$ cat config.mk
export PLATFORM = sky130hd
export DESIGN_NAME = systematic_hamming_secded_codec
export DESIGN_NICKNAME = d
export VERILOG_FILES = /design/src/rtl/shc_pkg.sv /design/src/rtl/systematic_hamming_secded_codec.sv
export SDC_FILE = /design/constraint.sdc
export NUM_CORES = 1
export LEC_CHECK = 0
export ABC_CLOCK_PERIOD_IN_PS = 3720
export BUFFER_PORTS_ARGS = -buffer_cell sky130_fd_sc_hd__buf_2
export CORE_ASPECT_RATIO = 0.9
export CORE_MARGIN = 2
export CORE_UTILIZATION = 54
export CTS_CLUSTER_DIAMETER = 30
export DETAILED_ROUTE_END_ITERATION = 7
export PLACE_DENSITY = 0.92
export SETUP_SLACK_MARGIN = 0.02
export SYNTH_ARGS = -nofsm -noshare
export SYNTH_HDL_FRONTEND = slang
export SYNTH_SLANG_ARGS = --single-unit
$ cat constraint.sdc
create_clock -name clk -period 3.72 [get_ports clk]
set_clock_uncertainty 0.1 [all_clocks]
set_input_delay 0.558 -clock clk [delete_from_list [all_inputs] [get_ports clk]]
set_output_delay 0.558 -clock clk [all_outputs]
set_load 0.03 [all_outputs]
$ cat src/rtl/shc_pkg.sv
`timescale 1ns / 1ps
`default_nettype none
// ----------------------------------------------------------------------------
// shc_pkg
// Word types and codes shared by the systematic Hamming SEC/SECDED codec.
// ----------------------------------------------------------------------------
package shc_pkg;

	// field widths of the command and response words
	localparam int DATA_W   = 32;
	localparam int CODE_W   = 39;
	localparam int SYND_W   = 7;
	localparam int STATUS_W = 2;

	// operation requested by a command word
	typedef enum logic {
		OP_ENCODE = 1'b0,
		OP_DECODE = 1'b1
	} opcode_t;

	// decode outcome
	typedef enum logic [STATUS_W-1:0] {
		ST_OK            = 2'd0,
		ST_CORRECTED     = 2'd1,
		ST_UNCORRECTABLE = 2'd2
	} status_t;

	// command word
	typedef struct packed {
		opcode_t           opcode;
		logic [DATA_W-1:0] data_word;
		logic [CODE_W-1:0] codeword_in;
	} cmd_t;

	// response word
	typedef struct packed {
		logic [CODE_W-1:0] codeword_out;
		logic [DATA_W-1:0] data_out;
		logic [SYND_W-1:0] syndrome;
		status_t           status;
	} rsp_t;

endpackage
`default_nettype wire

$ cat src/rtl/systematic_hamming_secded_codec.sv
`timescale 1ns / 1ps
`default_nettype none
// ----------------------------------------------------------------------------
// systematic_hamming_secded_codec
// Systematic Hamming encoder/decoder, single error correct with optional
// double error detect (extended_mode) through an overall parity bit.
// ----------------------------------------------------------------------------
// A command word is taken on every cycle with start high; busy is always low.
// Each word gives one response word, shown for one cycle with done high, from the
// result register; the receiver cannot stall it, so it must take every response.
// The path is an input register, one level of XOR trees and column compares,
// and a result register, so the sustained rate is one word per clock.
// cfg_we writes the extended_mode bit; change it only while no word is in flight.
module systematic_hamming_secded_codec #(
	parameter int DATA_BITS = 32
) (
	input  wire logic          clk,
	input  wire logic          arst_n,
	input  wire logic          start,
	output logic               busy,
	input  wire shc_pkg::cmd_t cmd,
	input  wire logic          cfg_we,
	input  wire logic          cfg_wdata,
	output logic               done,
	output shc_pkg::rsp_t      rsp
);

	// number of check bits for k data bits
	function automatic int check_len(input int k);
		int r;
		r = 1;
		if (k == 1) begin
			return 2;
		end
		while ((1 << r) < r + k + 1) begin
			r++;
		end
		return r;
	endfunction

	// data width held to the supported range
	localparam int K = (DATA_BITS < 1) ? 1 : (DATA_BITS > 57) ? 57 : DATA_BITS;
	localparam int R = check_len(K);
	localparam int W = K + R + 1;

	// column labels: integers from 3 upward skipping powers of two
	function automatic logic [K-1:0][R-1:0] make_labels();
		int                     v;
		logic [K-1:0][R-1:0]    lab;
		v   = 3;
		lab = '0;
		for (int j = 0; j < K; j++) begin
			if ((v & (v - 1)) == 0) begin
				v++;
			end
			lab[j] = v[R-1:0];
			v++;
		end
		return lab;
	endfunction

	localparam logic [K-1:0][R-1:0] LABELS = make_labels();

	// mode register
	logic ext_q;

	always_ff @(posedge clk or negedge arst_n) begin
		if (!arst_n) begin
			ext_q <= 1'b0;
		end else if (cfg_we) begin
			ext_q <= cfg_wdata;
		end
	end

	// input register
	shc_pkg::cmd_t cmd_s1;
	logic          vld_s1;

	assign busy = 1'b0;

	always_ff @(posedge clk or negedge arst_n) begin
		if (!arst_n) begin
			vld_s1 <= 1'b0;
		end else begin
			vld_s1 <= start;
		end
	end

	always_ff @(posedge clk) begin
		if (start) begin
			cmd_s1 <= cmd;
		end
	end

	// resize incoming fields to the internal code length
	logic [K+shc_pkg::DATA_W-1:0] data_ext;
	logic [W+shc_pkg::CODE_W-1:0] cwin_ext;
	logic [K-1:0]                 enc_d;
	logic [W-1:0]                 y_raw;
	logic [W-1:0]                 y;

	assign data_ext = {{K{1'b0}}, cmd_s1.data_word};
	assign cwin_ext = {{W{1'b0}}, cmd_s1.codeword_in};
	assign enc_d    = data_ext[K-1:0];
	assign y_raw    = cwin_ext[W-1:0];

	// the parity position only exists in extended mode
	always_comb begin
		y        = y_raw;
		y[K+R]   = y_raw[K+R] & ext_q;
	end

	// check bits of the word being encoded and of the received data
	logic [K-1:0] dec_d;
	logic [R-1:0] enc_c;
	logic [R-1:0] dec_c;

	assign dec_d = y[K-1:0];

	always_comb begin
		enc_c = '0;
		dec_c = '0;
		for (int j = 0; j < K; j++) begin
			enc_c = enc_c ^ (LABELS[j] & {R{enc_d[j]}});
			dec_c = dec_c ^ (LABELS[j] & {R{dec_d[j]}});
		end
	end

	// encoded word
	logic [W-1:0] enc_cw;

	assign enc_cw = {ext_q & ((^enc_d) ^ (^enc_c)), enc_c, enc_d};

	// syndrome, with the overall parity syndrome on top
	logic [R:0] syn;

	assign syn = {ext_q & (^y), y[K+R-1:K] ^ dec_c};

	// match the syndrome against every parity-check column
	logic [W-1:0] flip;

	always_comb begin
		for (int p = 0; p < K; p++) begin
			flip[p] = (syn == {ext_q, LABELS[p]});
		end
		for (int i = 0; i < R; i++) begin
			flip[K+i] = (syn == {ext_q, R'(1) << i});
		end
		flip[K+R] = ext_q & (syn == {1'b1, {R{1'b0}}});
	end

	logic [W-1:0] dec_cw;
	logic         syn_nz;

	assign syn_nz = |syn;
	assign dec_cw = y ^ (flip & {W{syn_nz}});

	// select the response fields
	logic [W-1:0]                     res_cw;
	logic [W+shc_pkg::CODE_W-1:0]     res_cw_ext;
	logic [K+shc_pkg::DATA_W-1:0]     res_d_ext;
	logic [R+shc_pkg::SYND_W:0]       res_syn_ext;
	shc_pkg::status_t                 res_st;
	shc_pkg::rsp_t                    rsp_nxt;

	always_comb begin
		if (cmd_s1.opcode == shc_pkg::OP_DECODE) begin
			res_cw = dec_cw;
			if (!syn_nz) begin
				res_st = shc_pkg::ST_OK;
			end else if (|flip) begin
				res_st = shc_pkg::ST_CORRECTED;
			end else begin
				res_st = shc_pkg::ST_UNCORRECTABLE;
			end
			res_syn_ext = {{shc_pkg::SYND_W{1'b0}}, syn};
		end else begin
			res_cw      = enc_cw;
			res_st      = shc_pkg::ST_OK;
			res_syn_ext = '0;
		end
	end

	assign res_cw_ext = {{shc_pkg::CODE_W{1'b0}}, res_cw};
	assign res_d_ext  = {{shc_pkg::DATA_W{1'b0}}, res_cw[K-1:0]};

	always_comb begin
		rsp_nxt.codeword_out = res_cw_ext[shc_pkg::CODE_W-1:0];
		rsp_nxt.data_out     = res_d_ext[shc_pkg::DATA_W-1:0];
		rsp_nxt.syndrome     = res_syn_ext[shc_pkg::SYND_W-1:0];
		rsp_nxt.status       = res_st;
	end

	// result register
	always_ff @(posedge clk or negedge arst_n) begin
		if (!arst_n) begin
			done <= 1'b0;
		end else begin
			done <= vld_s1;
		end
	end

	always_ff @(posedge clk) begin
		if (vld_s1) begin
			rsp <= rsp_nxt;
		end
	end

endmodule
`default_nettype wire

==> results.py <==
metrics = {
    "grt": {
        "grt_max_degree": 54,
        "top_usage_layer": "met2",
        "grt_pass1_wl_microns": 22900,
        "use_met3_pct": 7.49,
        "grtUsageTotal_pct": 25.0,
        "grt_pass1_vias": 4049,
        "globalRoute.totalOverflow": 0,
        "antenna_found_initial": 0,
        "grtUsageMet1_pct": 31.7,
        "met2_usage_pct": 42.3,
    },
    "routing": {
        "final_antenna_net_count": 0,
        "vias": 4195,
        "routed_via_density": 5.24,
        "drtPass1Iterations": 5,
        "wl_microns": 15800,
        "drc": 0,
        "drtIter0Drc": 482,
        "routedWlPerCell_microns": 19.7,
    },
    "worst_setup_path": {
        "crit_path_max_fanout": 9,
        "crit_required_ns": 3.72,
        "crit_path_start_kind": "flip-flop",
        "cp-end-kind": "flip-flop",
        "r2r_cells": 9,
        "crit_arrival_ns": 3.34,
        "worst-setup-path-type": "reg -> reg",
    },
    "worst_hold_path": {
        "holdCritPathClass": "in -> reg",
        "hold_depth": 1,
    },
    "power_and_ir_drop": {
        "p_per_area_nw_per_um2": 814,
        "ir_worst_vdd_uv": 511,
        "leakagePower_uw": 0.00307,
    },
    "floorplan": {
        "die_x_microns": 120,
        "rows": 38,
        "ios": 159,
        "initial_core_util_pct": 54.7,
        "die_h_microns": 108,
        "core_region_area_sq_um": 11900,
        "dieArea_sq_um": 12900,
    },
    "final_layout": {
        "final_common_cell": "buf_2",
        "layout.nets": 706,
        "drive_gt1_share_pct": 33.2,
        "layout_common_cells": "buf_2 (157), edfxtp_1 (120), xnor2_1 (84)",
        "utilization_pct": 66.0,
        "syn2layout_area_growth_pct": 20.6,
        "n_antenna_cell": 0,
        "fill_cells": 870,
    },
    "sta": {
        "rsz0062_at_grt": "false",
        "finalSetupViolCount": 0,
        "whs_ns": 0.208,
        "post-route-min-period_ns": 3.34,
        "fmax_mhz": 300,
        "setup_slack_ns": 0.382,
        "fin_setup_tns_ns": 0,
        "period_share_pct": 89.7,
        "final_max_slew_viol_count": 0,
        "hold_viol": 0,
        "slew_headroom_pct": 24.4,
        "worstMarginPinSlew_ns": 1.13,
    },
    "cts": {
        "clkSlewWorstSetupHoldPaths_ns": 0.06,
        "numCtsBuffers": 17,
        "htree_levels": 4,
        "clock_latency_ns": 0.42,
        "post_cts_buffers": 0,
        "cts.sinks": 123,
        "cts_tree": "yes",
        "cts_buffer_depth": 2,
        "cts-root-buf": "clkbuf_16",
    },
    "status": {
        "outcome": "finished clean",
    },
    "placement": {
        "gp_routability_congestion": 0.944,
        "dp_hpwl_microns": 11900,
        "io_buffers": 157,
        "post-place-ws_ns": 0.421,
    },
    "logic_synthesis": {
        "synth_cells": 490,
        "avgSynthCellArea_sq_um": 13.3,
        "async_flop_share_pct": 2.44,
        "synth-seq-cells": 123,
        "seq_area_frac_synth_pct": 56.5,
        "synth_top_flop_cell": "edfxtp_1",
        "ys_warn_count": 0,
        "synth_area_sq_um": 6510,
        "yosys.area.top_type": "edfxtp_1",
        "synth_edf_count": 120,
        "ys_types": 38,
        "yosysTopAreaCellShare_pct": 55.4,
        "synth_nets": 567,
        "synth_area_leaders": "edfxtp_1 (55%), xnor2_1 (11%), xor2_1 (7.5%)",
    },
    "flow_run": {
        "max_cap_viol_count": 0,
    },
}
==> state kept, by name, summed over array words and instances (netlist names) <==
signal and flops:
vld_s1 1, ext_q 1, done 1, rsp 48, enc_d 32, y_raw 39, cmd_s1 1
==> power by group <==
| group | leakage (uW) | internal (uW) | switching [uW] |
|---|---|---|---|
| logic | 0.00159 | 1090 | 1770 |
| registers | 0.00120 | 1770 | 143 |
| clock network | 0.000267 | 985 | 618 |
==> area by class of cell <==
type / count / area [sq um] / area share [%]
inverters: 2 / 7.51 / 0.0957
clock buffers: 18 / 429 / 5.47
well taps: 160 / 200 / 2.55
flip-flops and latches: 123 / 3680 / 46.9
multi-input cells: 317 / 2500 / 31.9
clock inverters: 13 / 146 / 1.87
repair buffers: 168 / 883 / 11.3
==> synthesized netlist by cell type (3+ instances only) <==
cell and instances:
clkbuf_1 9, buf_2 3, a21oi_1 40, nand2_1 19, xnor3_1 13, xnor2_1 84
buf_4 36, edfxtp_1 120, xnor3_2 4, nand3_1 22, xor2_1 56, dfrtp_1 3
and2_1 5, nor2_1 42, xnor2_2 4, nor2b_1 3
==> repair_timing <==
| action | 4_1_cts | 5_1_grt |
|---|---|---|
| gates resized for setup | 0 | 0 |
| hold buffers | 1 | 0 |
| endpoints found under the hold margin | 3 | 0 |
| endpoints found under the setup margin | 0 | 0 |
==> final timing paths <==
| path | from | to | slack, ns |
|---|---|---|---|
| max | y_raw[16]$_DFFE_PP_ | rsp[11]$_DFFE_PP_ | 0.38 |
| min | cmd[50] | enc_d[11]$_DFFE_PP_ | 0.21 |
| max reg2reg | y_raw[16]$_DFFE_PP_ | rsp[11]$_DFFE_PP_ | 0.38 |
| min reg2reg | enc_d[13]$_DFFE_PP_ | rsp[22]$_DFFE_PP_ | 0.53 |
| max in group asynchronous | arst_n | vld_s1$_DFF_PN0_ | 3.04 |
| min in group asynchronous | arst_n | done$_DFF_PN0_ | 0.36 |
==> cell families (layout without fill, tap and decap cells) <==
logic type | after synthesis | in the layout | share of synthesized area (%)
other | 1 | 1 | 0.0576
and+or+nand+nor | 104 | 104 | 7.79
AOI/OAI and AO/OA | 50 | 50 | 4.42
buffers and inverters | 50 | 201 | 5.02
DFF | 123 | 123 | 56.5
xor gates and xnor gates | 162 | 162 | 26.2
==> worst max-delay path, stage by stage (launching register included) <==
cell and delay, ns:
edfxtp_1 0.46, xor2_1 0.22, xnor3_1 0.47, xnor3_2 0.42
xnor2_2 0.36, nor2b_1 0.26, buf_4 0.21, nand3_1 0.14
xor2_1 0.25, a21oi_1 0.13
==> layer usage <==
metal / wire, microns / up-vias
li1: - / 1954
met1: 6620 / 2014
met2: 7900 / 209
met3: 1110 / 18
met4: 182 / 0
met5: 0 / -
==> through the flow <==
step | instances | total power (uW) | instance area, sq um
after floorplan | 490 | 4060 | 6510
after global placement | 769 | 4730 | 7260
after detailed placement | 769 | 4760 | 7260
after CTS | 801 | 6380 | 7850
after global routing | 801 | 6650 | 7850
final | 801 | 6390 | 7850
(Power assumes the default switching activity.)
